`src/hdl/rsp_pkg.sv`:
```
package rsp_pkg;

	localparam int DEF_MID_DEPTH = 4;
	localparam int DEF_OUT_DEPTH = 4;

	localparam logic [2:0] KIND_POS = 3'd0;
	localparam logic [2:0] KIND_DU  = 3'd1;
	localparam logic [2:0] KIND_DV  = 3'd2;
	localparam logic [2:0] KIND_NRM = 3'd3;
	localparam logic [2:0] KIND_UU  = 3'd4;
	localparam logic [2:0] KIND_UV  = 3'd5;
	localparam logic [2:0] KIND_VV  = 3'd6;

	localparam logic [1:0] REG_A = 2'd0;
	localparam logic [1:0] REG_B = 2'd1;
	localparam logic [1:0] REG_C = 2'd2;

	localparam logic [15:0] A_RESET = 16'd6144;
	localparam logic [15:0] B_RESET = 16'd2048;
	localparam logic [15:0] C_RESET = 16'd4096;

	localparam int CORDIC_STEPS = 16;
	localparam logic signed [19:0] CORDIC_X0 = 20'sd39797;
	localparam logic signed [20:0] Q_PI = 21'sd205887;
	localparam logic signed [20:0] Q_HALF_PI = 21'sd102944;
	localparam logic signed [31:0] Q_ONE = 32'sd65536;

	typedef struct packed {
		logic signed [15:0] param_u;
		logic signed [15:0] param_v;
	} req_item_t;

	typedef struct packed {
		logic [2:0] vector_kind;
		logic signed [31:0] vec_x;
		logic signed [31:0] vec_y;
		logic signed [31:0] vec_z;
		logic final_vector;
	} res_item_t;

	typedef struct packed {
		logic signed [19:0] s;
		logic signed [19:0] c;
		logic signed [15:0] u;
	} mid_item_t;

	function automatic logic signed [20:0] atan_step(input int i);
		case (i)
			0: return 21'sd51472;
			1: return 21'sd30386;
			2: return 21'sd16055;
			3: return 21'sd8150;
			4: return 21'sd4091;
			5: return 21'sd2047;
			6: return 21'sd1024;
			7: return 21'sd512;
			8: return 21'sd256;
			9: return 21'sd128;
			10: return 21'sd64;
			11: return 21'sd32;
			12: return 21'sd16;
			13: return 21'sd8;
			14: return 21'sd4;
			15: return 21'sd2;
			default: return 21'sd0;
		endcase
	endfunction

	function automatic logic signed [31:0] sat64(input logic signed [63:0] v);
		if (v > 64'sh000000007FFFFFFF) return 32'sh7FFFFFFF;
		if (v < -64'sh0000000080000000) return 32'sh80000000;
		return v[31:0];
	endfunction

	function automatic logic signed [31:0] qmul(input logic signed [31:0] x,
			input logic signed [31:0] y);
		logic signed [63:0] p;
		p = x * y + 64'sd32768;
		return sat64(p >>> 16);
	endfunction

	function automatic logic signed [31:0] qadd(input logic signed [31:0] x,
			input logic signed [31:0] y);
		return sat64(64'(x) + 64'(y));
	endfunction

	function automatic logic signed [31:0] qsub(input logic signed [31:0] x,
			input logic signed [31:0] y);
		return sat64(64'(x) - 64'(y));
	endfunction

	function automatic logic signed [31:0] qneg(input logic signed [31:0] x);
		return sat64(-64'(x));
	endfunction

endpackage

```
`src/hdl/rsp_front.sv`:
```
module rsp_front import rsp_pkg::*; (
	input  logic clk,
	input  logic arst_n,
	input  logic push,
	output logic full,
	input  req_item_t req,
	input  logic mid_full,
	output logic mid_wr,
	output mid_item_t mid_data
);
	logic en;
	logic [CORDIC_STEPS:0] v_s;
	logic signed [19:0] x_s [CORDIC_STEPS+1];
	logic signed [19:0] y_s [CORDIC_STEPS+1];
	logic signed [20:0] z_s [CORDIC_STEPS+1];
	logic flip_s [CORDIC_STEPS+1];
	logic signed [15:0] u_s [CORDIC_STEPS+1];
	logic signed [20:0] z_in, z_red;
	logic flip_in;

	// hold the whole pipe while the finished item cannot enter the queue
	assign en = !(v_s[CORDIC_STEPS] && mid_full);
	assign full = !en;

	// fold the angle into +-pi/2, negate both results later
	always_comb begin
		z_in = {{2{req.param_v[15]}}, req.param_v, 3'b000};
		z_red = z_in;
		flip_in = 1'b0;
		if (z_in > Q_HALF_PI) begin
			z_red = z_in - Q_PI;
			flip_in = 1'b1;
		end else if (z_in < -Q_HALF_PI) begin
			z_red = z_in + Q_PI;
			flip_in = 1'b1;
		end
	end

	always_ff @(posedge clk or negedge arst_n) begin
		if (!arst_n) v_s <= '0;
		else if (en) v_s <= {v_s[CORDIC_STEPS-1:0], push};
	end

	always_ff @(posedge clk) begin
		if (en) begin
			x_s[0] <= CORDIC_X0;
			y_s[0] <= '0;
			z_s[0] <= z_red;
			flip_s[0] <= flip_in;
			u_s[0] <= req.param_u;
		end
	end

	for (genvar i = 0; i < CORDIC_STEPS; i++) begin : g_step
		logic signed [20:0] ang;
		assign ang = atan_step(i);
		always_ff @(posedge clk) begin
			if (en) begin
				if (z_s[i] >= 0) begin
					x_s[i+1] <= x_s[i] - (y_s[i] >>> i);
					y_s[i+1] <= y_s[i] + (x_s[i] >>> i);
					z_s[i+1] <= z_s[i] - ang;
				end else begin
					x_s[i+1] <= x_s[i] + (y_s[i] >>> i);
					y_s[i+1] <= y_s[i] - (x_s[i] >>> i);
					z_s[i+1] <= z_s[i] + ang;
				end
				flip_s[i+1] <= flip_s[i];
				u_s[i+1] <= u_s[i];
			end
		end
	end

	assign mid_wr = v_s[CORDIC_STEPS] && en;
	assign mid_data.s = flip_s[CORDIC_STEPS] ? -y_s[CORDIC_STEPS] : y_s[CORDIC_STEPS];
	assign mid_data.c = flip_s[CORDIC_STEPS] ? -x_s[CORDIC_STEPS] : x_s[CORDIC_STEPS];
	assign mid_data.u = u_s[CORDIC_STEPS];
endmodule

```
`config.mk`:
```
export PLATFORM = sky130hd
export DESIGN_NAME = rsp_front
export DESIGN_NICKNAME = d
export VERILOG_FILES = /design/src/hdl/rsp_pkg.sv /design/src/hdl/rsp_front.sv
export SDC_FILE = /design/constraint.sdc
export NUM_CORES = 2
export LEC_CHECK = 0
export BUFFER_PORTS_ARGS = -buffer_cell sky130_fd_sc_hd__buf_4
export CORE_MARGIN = 1
export CORE_UTILIZATION = 35
export DETAILED_ROUTE_END_ITERATION = 10
export GPL_ROUTABILITY_DRIVEN = 0
export GPL_TIMING_DRIVEN = 0
export PLACE_DENSITY = 0.54
export SETUP_SLACK_MARGIN = 0.3
export SYNTH_ARGS = -nofsm -noshare
export SYNTH_HDL_FRONTEND = slang
export SYNTH_SLANG_ARGS = --single-unit
```
`constraint.sdc`:
```
create_clock -name clk -period 12.7 [get_ports clk]
set_clock_uncertainty 0.15 [all_clocks]
set_input_delay 2.54 -clock clk [delete_from_list [all_inputs] [get_ports clk]]
set_output_delay 2.54 -clock clk [all_outputs]
set_load 0.1 [all_outputs]
```
==> flow_metrics.env <==
export IMPL_io_buffers=84
export IMPL_drt_first_iter_violations=2952
export IMPL_synthesis_instances=7215
export IMPL_finalNonFillerCells=10550
export IMPL_clock_root_buffer="clkbuf_16"
export IMPL_core_area_mm2=0.2223
export IMPL_cts_hold_buffers_added=0
export IMPL_postRouteWirelength_um=167000
export IMPL_floorplan_die_area_mm2=0.2256
export IMPL_dpl_cell_count=10300
export IMPL_finalSetupViolations=0
export IMPL_area_growth_from_synthesis_to_layout_pct=12.35
export IMPL_first_global_vias=52410
export IMPL_portion_of_the_post_synthesis_area_used_by_sequential_elements_pct=45.75
export IMPL_fillers=21350
export IMPL_ys_seq_elements=1196
export IMPL_routed_via_count=53350
export IMPL_commonest_non_fill_non_tap_cell_in_the_layout="edfxtp_1"
export IMPL_final_hold_viol_count=0
export IMPL_track_usage_pct=14.77
export IMPL_timing_hold_worst_class="flip-flop to flip-flop"
export IMPL_worst_slew_pin_transition_ns=1.282
export IMPL_avgViaCountPerCell=5.059
export IMPL_yosys_most_used_dff="edfxtp_1"
export IMPL_post_route_worst_setup_slack_ns=3.522
export IMPL_area_of_combinational_cells_with_multiple_inputs_mm2=0.04086
export IMPL_most_common_layout_cells="1179 x edfxtp_1, 828 x ha_1, 683 x xnor2_1"
export IMPL_max_cap_viol_count=0
export IMPL_number_of_synthesized_flops_with_an_enable_pin=1179
export IMPL_detail_route_antenna_nets=0
export IMPL_worst_path_max_fanout=19
export IMPL_timing_critical_path_required_ns=13.08
export IMPL_drive_gt1_share_pct=5.561
export IMPL_dp_hpwl_um=130900
export IMPL_grt_start_max_net_pins=60
export IMPL_clk_pin_slew_ns=0.06
export IMPL_drt_first_pass_iters=8
export IMPL_wl_per_cell_um=15.83
export IMPL_starting_utilization_of_the_core_area_pct=35.23
export IMPL_drc=0
export IMPL_remaining_global_route_overflow=0
export IMPL_insertion_delay_ns=0.80
export IMPL_crit_path_class="input pin to flip-flop"
export IMPL_sequential_cell_area_mm2=0.03583
export IMPL_worstSetupStartpointType="input pin"
export IMPL_rsz0062_at_grt="no"
export IMPL_placementRows=173
export IMPL_report_final_slew_viol_count=0
export IMPL_ctsHtreeMaxLevel=4
export IMPL_ioPinCount=94
export IMPL_grt_first_pass_wirelength_um=272300
export IMPL_worstPathArrival_ns=9.56
export IMPL_run_status="completed"
export IMPL_die_height_um=475.0
export IMPL_layout_min_cycle_time_ns=9.178
export IMPL_cts_tree="yes"
export IMPL_grt_antenna_before_repair=2
export IMPL_synthDistinctLibCells=80
export IMPL_final_period_utilization_pct=72.26
export IMPL_ctsLongestPathBuffers=3
export IMPL_syn_std_cell_area_mm2=0.07831
export IMPL_num_nets_final=8371
export IMPL_worstSetupEndpointType="flip-flop"
export IMPL_yosysWarnings=0
export IMPL_fmax_mhz=109.0
export IMPL_numClockSinks=1196
export IMPL_cts_buffers=140
export IMPL_cts_setup_buffers=0
export IMPL_synthesis_area_per_instance_um2=10.85
export IMPL_slew_limit_headroom_pct=14.53
export IMPL_cts_repair_resize_count=0
export IMPL_async_s_r_ff_share_synth_pct=1.421
export IMPL_preCtsSetupSlack_ns=2.595
export IMPL_floorplan_die_width_um=475.0
==> cell families after synthesis <==
family / synth area share (%)
AO/OA/AOI/OAI: 15.21
XOR/XNOR: 10.97
adder cells (fa/ha/maj): 14.38
buffers and inverters: 2.135
flip-flops: 45.75
multiplexers: 0.5560
other: 0.004789
AND/OR/NAND/NOR: 10.99
==> layer usage <==
layer  vias to the layer above  global-route usage, %  wire length (um)
met3                       233                  1.993              5269
met1                     25110                  18.41             75170
met5                         -                      0                 0
met4                         0                  4.289              3974
li1                      27300                      -                 -
met2                       717                  26.33             82570
==> flip-flops by register name, summed over array words and instances (netlist names) <==
signal,flops
y_s,300
v_s,17
z_s,295
u_s,272
flip_s,16
x_s,296
==> final timing paths <==
| kind | from | endpoint | slack [ns] | depth (start not counted) |
|---|---|---|---|---|
| setup / recovery | mid_full | x_s[3][19] | 3.52 | 20 |
| hold / removal | u_s[0][5] | u_s[0][21] | 0.24 | 0 |
| setup reg to reg | v_s[16] | x_s[3][19] | 4.89 | 20 |
| hold reg to reg | u_s[0][5] | u_s[0][21] | 0.24 | 0 |
| max in group asynchronous | arst_n | v_s[9] | 10.76 | 1 |
| min in group asynchronous | arst_n | v_s[3] | 1.45 | 1 |
==> area by class of cell <==
class	instances	share of cell area [%]
clock inverters	90	1.416
flip-flops and latches	1196	40.72
well taps	2975	4.231
clock buffers	160	4.079
diodes	1	0.002844
repair buffers	104	1.206
multi-input cells	5594	46.44
inverters	318	1.357
plain buffers	108	0.5447
==> metrics by stage <==
step | TNS [ns] | utilization (%) | area (um^2) | hold WS, ns
2_1_floorplan | 0 | - | 78320 | 0.2503
3_3_place_gp | -101.53 | 37.19 | 82670 | 0.2503
3_5_place_dp | 0 | 37.40 | 83140 | 0.2545
4_1_cts | 0 | 39.58 | 87980 | 0.2269
5_1_grt | 0 | 39.58 | 87980 | 0.2321
6_report | 0 | 39.58 | 87980 | 0.2387
==> worst max-delay path: stages <==
cell	delay, ns
clkbuf_1	0.32
nand2_1	0.34
clkbuf_1	0.59
clkbuf_1	0.73
nand2_1	0.65
inv_1	0.21
clkbuf_1	0.48
buf_1	0.91
nand2_1	0.15
nand2_1	0.16
ha_1	0.26
a211oi_1	0.33
o21ai_0	0.22
a311oi_1	0.42
nor2b_1	0.11
o21ai_0	0.25
nand2_1	0.12
a211oi_1	0.40
o21bai_1	0.16
xnor2_1	0.16
==> synth_stat cells, types with 78 or more instances <==
library cell / count / area [um^2]
a21o_1: 216 / 1622
a21oi_1: 617 / 3088
nand3_1: 131 / 655.6
xnor2_1: 683 / 5982
o21bai_1: 95 / 713.2
clkbuf_1: 78 / 292.8
o21ai_0: 360 / 1802
nor2b_1: 80 / 500.5
ha_1: 828 / 10360
inv_1: 314 / 1179
nand2b_1: 98 / 613.1
edfxtp_1: 1179 / 35400
o21a_1: 122 / 915.9
nand2_1: 503 / 1888
xor2_1: 298 / 2610
nor2_1: 499 / 1873
nor3_1: 204 / 1021
Power is not shown: default switching activity piles up to over one toggle a cycle in this logic, so the estimate is an artifact.
