==> src/hdl/rsp_pkg.sv <==
package rsp_pkg;

	localparam int DEF_MID_DEPTH = 4;
	localparam int DEF_OUT_DEPTH = 4;

	localparam logic [2:0] KIND_POS = 3'd0;
	localparam logic [2:0] KIND_DU  = 3'd1;
	localparam logic [2:0] KIND_DV  = 3'd2;
	localparam logic [2:0] KIND_NRM = 3'd3;
	localparam logic [2:0] KIND_UU  = 3'd4;
	localparam logic [2:0] KIND_UV  = 3'd5;
	localparam logic [2:0] KIND_VV  = 3'd6;

	localparam logic [1:0] REG_A = 2'd0;
	localparam logic [1:0] REG_B = 2'd1;
	localparam logic [1:0] REG_C = 2'd2;

	localparam logic [15:0] A_RESET = 16'd6144;
	localparam logic [15:0] B_RESET = 16'd2048;
	localparam logic [15:0] C_RESET = 16'd4096;

	localparam int CORDIC_STEPS = 16;
	localparam logic signed [19:0] CORDIC_X0 = 20'sd39797;
	localparam logic signed [20:0] Q_PI = 21'sd205887;
	localparam logic signed [20:0] Q_HALF_PI = 21'sd102944;
	localparam logic signed [31:0] Q_ONE = 32'sd65536;

	typedef struct packed {
		logic signed [15:0] param_u;
		logic signed [15:0] param_v;
	} req_item_t;

	typedef struct packed {
		logic [2:0] vector_kind;
		logic signed [31:0] vec_x;
		logic signed [31:0] vec_y;
		logic signed [31:0] vec_z;
		logic final_vector;
	} res_item_t;

	typedef struct packed {
		logic signed [19:0] s;
		logic signed [19:0] c;
		logic signed [15:0] u;
	} mid_item_t;

	function automatic logic signed [20:0] atan_step(input int i);
		case (i)
			0: return 21'sd51472;
			1: return 21'sd30386;
			2: return 21'sd16055;
			3: return 21'sd8150;
			4: return 21'sd4091;
			5: return 21'sd2047;
			6: return 21'sd1024;
			7: return 21'sd512;
			8: return 21'sd256;
			9: return 21'sd128;
			10: return 21'sd64;
			11: return 21'sd32;
			12: return 21'sd16;
			13: return 21'sd8;
			14: return 21'sd4;
			15: return 21'sd2;
			default: return 21'sd0;
		endcase
	endfunction

	function automatic logic signed [31:0] sat64(input logic signed [63:0] v);
		if (v > 64'sh000000007FFFFFFF) return 32'sh7FFFFFFF;
		if (v < -64'sh0000000080000000) return 32'sh80000000;
		return v[31:0];
	endfunction

	function automatic logic signed [31:0] qmul(input logic signed [31:0] x,
			input logic signed [31:0] y);
		logic signed [63:0] p;
		p = x * y + 64'sd32768;
		return sat64(p >>> 16);
	endfunction

	function automatic logic signed [31:0] qadd(input logic signed [31:0] x,
			input logic signed [31:0] y);
		return sat64(64'(x) + 64'(y));
	endfunction

	function automatic logic signed [31:0] qsub(input logic signed [31:0] x,
			input logic signed [31:0] y);
		return sat64(64'(x) - 64'(y));
	endfunction

	function automatic logic signed [31:0] qneg(input logic signed [31:0] x);
		return sat64(-64'(x));
	endfunction

endpackage

==> src/hdl/rsp_fifo.sv <==
module rsp_fifo import rsp_pkg::*; #(
	parameter int WIDTH = 8,
	parameter int DEPTH = DEF_MID_DEPTH
) (
	input  logic clk,
	input  logic arst_n,
	input  logic wr,
	input  logic [WIDTH-1:0] wdata,
	input  logic rd,
	output logic [WIDTH-1:0] rdata,
	output logic empty,
	output logic full,
	output logic [$clog2(DEPTH+1)-1:0] count
);
	localparam int AW = $clog2(DEPTH);
	localparam int CW = $clog2(DEPTH+1);

	logic [WIDTH-1:0] mem_q [DEPTH];
	logic [AW-1:0] wp_q, rp_q;
	logic [CW-1:0] cnt_q;
	logic do_wr, do_rd;

	assign empty = (cnt_q == '0);
	assign full = (cnt_q == CW'(DEPTH));
	assign count = cnt_q;
	assign do_wr = wr && !full;
	assign do_rd = rd && !empty;
	assign rdata = mem_q[rp_q];

	always_ff @(posedge clk) begin
		if (do_wr) mem_q[wp_q] <= wdata;
	end

	always_ff @(posedge clk or negedge arst_n) begin
		if (!arst_n) begin
			wp_q <= '0;
			rp_q <= '0;
			cnt_q <= '0;
		end else begin
			if (do_wr) begin
				if (wp_q == AW'(DEPTH-1)) wp_q <= '0;
				else wp_q <= wp_q + 1'b1;
			end
			if (do_rd) begin
				if (rp_q == AW'(DEPTH-1)) rp_q <= '0;
				else rp_q <= rp_q + 1'b1;
			end
			case ({do_wr, do_rd})
				2'b10: cnt_q <= cnt_q + 1'b1;
				2'b01: cnt_q <= cnt_q - 1'b1;
				default: cnt_q <= cnt_q;
			endcase
		end
	end
endmodule

==> config.mk <==
export PLATFORM = sky130hd
export DESIGN_NAME = rsp_fifo
export DESIGN_NICKNAME = d
export VERILOG_FILES = /design/src/hdl/rsp_pkg.sv /design/src/hdl/rsp_fifo.sv
export SDC_FILE = /design/constraint.sdc
export NUM_CORES = 1
export LEC_CHECK = 0
export BUFFER_PORTS_ARGS = -buffer_cell sky130_fd_sc_hd__buf_2
export CORE_ASPECT_RATIO = 1.5
export CORE_UTILIZATION = 35
export CTS_CLUSTER_DIAMETER = 60
export DETAILED_ROUTE_END_ITERATION = 10
export GPL_ROUTABILITY_DRIVEN = 0
export PLACE_DENSITY = 0.52
export SLEW_MARGIN = 10
export SYNTH_ARGS = -nofsm -noshare
export SYNTH_HDL_FRONTEND = slang
export SYNTH_SLANG_ARGS = --single-unit
==> constraint.sdc <==
create_clock -name clk -period 1.7 [get_ports clk]
set_input_delay 0.34 -clock clk [delete_from_list [all_inputs] [get_ports clk]]
set_output_delay 0.34 -clock clk [all_outputs]
set_load 0.01 [all_outputs]
==> flow_summary.json, run 1 <==
{
  "status": "finished with violations",
  "failed_checks": "DRC, setup timing",
  "cts_root_buf": "clkbuf_8",
  "final-hold-violation-count": 0,
  "clk_pin_slew_ns": 0.08,
  "vias": 830,
  "synth_fa_ha_area_share_pct": 5.81,
  "post_drt_via_cell_ratio": 4.80,
  "setup_violations": 10,
  "path_max_fanout": 5,
  "dieHeight_microns": 85.8,
  "crit_arrival_ns": 1.48,
  "yosysWarningCount": 0,
  "fin_nets": 143,
  "post-synth-top-count-cell": "edfxtp_1",
  "drt_first_pass_iters": 7,
  "io_buffer_count": 24,
  "synth-simple-area-share_pct": 5.96,
  "fin_setup_tns_ns": -0.927,
  "seq_area_frac_synth_pct": 69.4,
  "clkLatencyLatePin_ns": 0.29,
  "cts_buffers": 5,
  "cts_buffer_depth": 2,
  "synth-seq-cells": 39,
  "die_w_microns": 57.8,
  "worst-setup-path-type": "register to output pin",
  "grt_pass1_wl_mm": 4.31,
  "drc_errors": 2,
  "diodes": 0,
  "p_leak_nw": 0.836,
  "synth_top_cell_area_share_pct": 58.7,
  "yosys_most_used_dff": "edfxtp_1",
  "worstHoldPathType": "input port to register",
  "ant_nets": 0,
  "yosys.area.top_type": "edfxtp_1",
  "syn_inst": 82,
  "antenna_found_initial": 0,
  "slew_headroom_pct": 82.6,
  "clkSinkCount": 39,
  "finalCritPeriodShare_pct": 107,
  "cts_tree": "built",
  "layout_setup_ws_ns": -0.117,
  "finalNonFillerCells": 173,
  "drv_cap": 0,
  "skew_ns": 0.00442,
  "grt_usage_pct": 12.4,
  "core_area_sq_um": 4500,
  "synth_nets": 101,
  "wl_per_cell_microns": 15.6,
  "wl_mm": 2.70,
  "area_delta_synth_final_pct": 28.9,
  "rsz0062_at_grt": "true",
  "netlist_area_sq_um": 1640,
  "synthTopCellsByArea": "edfxtp_1 59%, mux4_2 11%, dfrtp_1 11%",
  "synth_top_family_by_area": "multiplexers",
  "synth_edf_count": 32,
  "dp.cells": 160,
  "synthMuxAreaShare_pct": 15.1,
  "grt_remaining_overflow": 0,
  "worst_ep_required_time_ns": 1.36,
  "drive_above_1_share_pct": 57.6,
  "rows": 30,
  "critPathLaunchType": "register",
  "tightest_slew_ns": 0.262,
  "synth_commonest_cells": "32 x edfxtp_1, 8 x mux4_2, 7 x dfrtp_1, 7 x inv_1, 6 x ha_1",
  "synth-xor-area-share_pct": 1.61,
  "report.final.slew_viol_count": 0,
  "fin_crit_ns": 1.82,
  "dieArea_sq_um": 4960,
  "initial_core_util_pct": 36.3,
  "fmax_mhz": 550,
  "place_hpwl_mm": 1.94,
  "grt_max_degree": 14,
  "power.density_nw_per_um2": 1840,
  "ios": 25,
  "grt_pass1_vias": 922,
  "synth_compound_area_share_pct": 0,
  "endpoint_kind": "output pin",
  "syn_area_per_cell_sq_um": 20.0,
  "vdd_drop_max_mv": 0.711,
  "htreeDepth": 2,
  "ys_types": 19,
  "drtIter0Drc": 32,
  "async_flop_share_pct": 17.9
}
[worst paths after layout]
| check | startpoint | to | slack [ns] | depth (start not counted) |
|---|---|---|---|---|
| worst max-delay path | rp_q[0] | rdata[0] | -0.12 | 3 |
| worst min-delay path | wdata[3] | mem_q[2][3] | 0.27 | 1 |
| worst max register to register | count[0] | count[2] | -0.11 | 9 |
| worst min register to register | wp_q[1] | wp_q[1] | 0.58 | 1 |
| max in group asynchronous | arst_n | count[1] | 1.09 | 2 |
| min in group asynchronous | arst_n | rp_q[0] | 0.42 | 2 |
[flip-flops by register name, summed over array words and instances, names as in the netlist]
register	flops
count	3
mem_q	32
rp_q	2
wp_q	2
[critical path, cell delays in order, from the launching register on]
cell	delay, ns
dfrtp_1	0.38
buf_6	0.15
mux4_2	0.52
buf_6	0.14
[layout make-up]
class,count,area [sq um]
Clock buffer,5,68.8
Clock inverter,3,67.6
Multi-Input combinational cell,34,487
Inverter,7,26.3
Sequential cell,39,1140
Fill cell,411,2390
Tap cell,48,60.1
Timing Repair Buffer,37,260
[cell usage in the layout, fill, tap and decap left out]
cell,Yosys,layout
nor3_4,0,1
clkinvlp_4,0,1
xnor2_1,1,1
clkbuf_8,0,5
nor2b_4,1,1
nor2_1,3,3
buf_2,1,20
mux2_2,1,1
xor2_1,2,2
fa_2,0,1
edfxtp_1,32,32
ha_4,0,1
dfrtp_2,0,3
mux2_4,3,3
mux2i_1,1,1
nand2b_4,1,1
dfrtp_1,7,4
buf_6,0,8
bufinv_16,0,2
inv_2,0,3
nor3b_4,1,1
dlygate4sd3_1,0,1
and2_2,4,4
inv_1,7,4
mux4_2,8,8
ha_1,6,5
buf_4,0,8
[report_power, final]
group / internal [mW] / switching, mW
Clock: 0.585 / 0.317
Combinational: 0.870 / 0.639
Sequential: 1.30 / 0.162
Total: 2.76 / 1.12
[cells by family (layout without fill, tap and decap cells)]
kind of cell  count (synthesis)  after routing
buf+inv                       9             52
xor+xnor                      3              3
fa+ha+maj                     7              7
flops                        39             39
simple gates                 11             11
mux                          13             13
[layer usage]
layer  global-route usage (%)  part of all wire, %  vias up  wire (microns)
met2                     23.0                   58       17            1560
li1                         -                    -      389               -
met5                        0                    0        -               0
met4                     6.49                  2.3        0              61
met3                     3.92                  3.9        7             105
met1                     11.8                   36      417             977
[per-stage QoR]
stage               setup slack, ns  cell area (sq um)  utilization [%]  total power [mW]  hold slack, ns
floorplan                    -0.203               1640                -              2.30          0.0444
global placement            -0.0804               1880             41.6              2.75           0.185
detailed placement           -0.177               1880             41.6              2.79           0.190
CTS                          -0.135               2080             46.3              3.85           0.258
global route                 -0.203               2110             46.8              4.11           0.257
finish                       -0.117               2110             46.8              3.88           0.267
[what timing repair did]
| item | in CTS | in global routing |
|---|---|---|
| hold buffers | 1 | 0 |
| endpoints found under the hold margin | 7 | 0 |
| buffers inserted | 3 | 1 |
| pin swaps | 5 | 0 |
| endpoints found under the setup margin | 10 | 10 |
| gates resized for setup | 11 | 3 |
(Power assumes the default switching activity.)
==> inputs of run 2 (changes only) <==
--- a/config.mk
+++ b/config.mk
@@ -16,3 +16,4 @@
 export SYNTH_ARGS = -nofsm -noshare
 export SYNTH_HDL_FRONTEND = slang
 export SYNTH_SLANG_ARGS = --single-unit
+export TNS_END_PERCENT = 1
==> run 2 against run 1 <==
  * The flow still finishes with violations (DRC, setup timing)
  * Die area is the same
  * Combinational power is essentially flat
  * Final cell count shrank 0.58%
  * Utilization shrank 0.33 points
  * Critical endpoint unchanged
==> flow_summary.json, run 2 (synthesis gave the netlist of run 1 again) <==
{
  "p_leak_nw": 0.829,
  "regMostFlops": "mem_q",
  "fin_setup_tns_ns": -1.06,
  "setup_violations": 10,
  "skew_ns": 0.00442,
  "tightest_slew_ns": 0.262,
  "dp.cells": 160,
  "cts_root_buf": "clkbuf_8",
  "failed_checks": "DRC, setup timing",
  "slew_headroom_pct": 82.5,
  "area_delta_synth_final_pct": 28.0,
  "fin_nets": 142,
  "initial_core_util_pct": 36.3,
  "worstHoldPathType": "input port to register",
  "final-hold-violation-count": 0,
  "clk_pin_slew_ns": 0.08,
  "layout_commonest_cell": "edfxtp_1",
  "cts_buffers": 5,
  "dieArea_sq_um": 4960,
  "layout_setup_ws_ns": -0.132,
  "critPathLaunchType": "register",
  "clkLatencyLatePin_ns": 0.29,
  "p_switching_mw": 1.11,
  "cts_tree": "built",
  "die_w_microns": 57.8,
  "cts_buffer_depth": 2,
  "post_drt_via_cell_ratio": 4.80,
  "ios": 25,
  "fin_crit_ns": 1.83,
  "p_comb_share_pct": 38.5,
  "drt_first_pass_iters": 7,
  "pre_cts_ws_ns": -0.177,
  "grt_max_degree": 14,
  "ant_nets": 0,
  "fmax_mhz": 546,
  "core_area_sq_um": 4500,
  "dieHeight_microns": 85.8,
  "worst-setup-path-type": "register to output pin",
  "place_hpwl_mm": 1.94,
  "holdWs_ns": 0.267,
  "diodes": 0,
  "clkSinkCount": 39,
  "status": "finished with violations",
  "drv_cap": 0,
  "drtIter0Drc": 31,
  "vdd_drop_max_mv": 0.706,
  "htreeDepth": 2,
  "report.final.slew_viol_count": 0,
  "p_int_mw": 2.73,
  "drc_errors": 2,
  "p_total_mw": 3.84,
  "antenna_found_initial": 0,
  "wl_mm": 2.72,
  "rows": 30,
  "drive_above_1_share_pct": 56.5,
  "rsz0062_at_grt": "true",
  "fin_util_pct": 46.5,
  "grt_pass1_vias": 920,
  "pwr-share-clk_pct": 23.5,
  "path_max_fanout": 7,
  "grt_usage_pct": 12.4,
  "worst_ep_required_time_ns": 1.36,
  "power.density_nw_per_um2": 1830,
  "finalNonFillerCells": 172,
  "io_buffer_count": 24,
  "largest_reg_flops": 32,
  "p_seq_share_pct": 38.0,
  "endpoint_kind": "output pin",
  "final_cell_mix": "32 x edfxtp_1, 20 x buf_2, 9 x buf_4",
  "placed_area_sq_um": 1880,
  "fin_area_sq_um": 2090,
  "finalCritPeriodShare_pct": 108,
  "p_sw_share_pct": 28.9,
  "crit_arrival_ns": 1.49,
  "grt_remaining_overflow": 0,
  "wl_per_cell_microns": 15.8,
  "grt_pass1_wl_mm": 4.31,
  "vias": 825
}
run 2: changes by cell type in the layout (fill, tap and decap cells not counted), sizes merged:
cell and delta:
buf -1
run 2: final timing paths:
path	depth (start not counted)	from	slack (ns)	to
max in group asynchronous	2	arst_n	1.10	count[1]
hold reg to reg	1	wp_q[1]	0.58	wp_q[1]
hold / removal	1	wdata[3]	0.27	mem_q[2][3]
setup / recovery	3	rp_q[0]	-0.13	rdata[0]
min in group asynchronous	2	arst_n	0.42	rp_q[0]
setup reg to reg	9	count[1]	-0.13	count[2]
run 2: layout make-up:
class / instances / area (sq um)
Timing Repair Buffer: 36 / 245
Inverter: 7 / 26.3
Multi-Input combinational cell: 34 / 487
Clock inverter: 3 / 67.6
Fill cell: 415 / 2410
Clock buffer: 5 / 68.8
Sequential cell: 39 / 1140
Tap cell: 48 / 60.1
run 2: per-layer routing:
metal	wire length [microns]	GRT usage, %	part of all wire, %	vias up
met3	105	3.92	3.9	7
met2	1570	22.9	58	17
met4	61	6.49	2.2	0
met1	984	11.9	36	413
li1	-	-	-	388
met5	0	0	0	-
run 2: repair_timing:
action / in CTS / in global routing
hold buffers: 1 / 0
setup endpoints to repair: 10 / 10
resized for setup: 4 / 7
setup buffers: 1 / 2
endpoints found under the hold margin: 7 / 0
pin swaps: 3 / 4
run 2: critical path: stages (launching register included):
cell and delay (ns):
dfrtp_1 0.38, buf_6 0.16, mux4_2 0.52, buf_6 0.14
run 2: power groups by stage:
stage               combinational (mW)  clock, mW  sequential [mW]
global placement                  1.28          0             1.47
detailed placement                1.30          0             1.49
global route                      1.63      0.961             1.49
finish                            1.48      0.902             1.46
floorplan                        0.854          0             1.44
CTS                               1.36      0.927             1.47
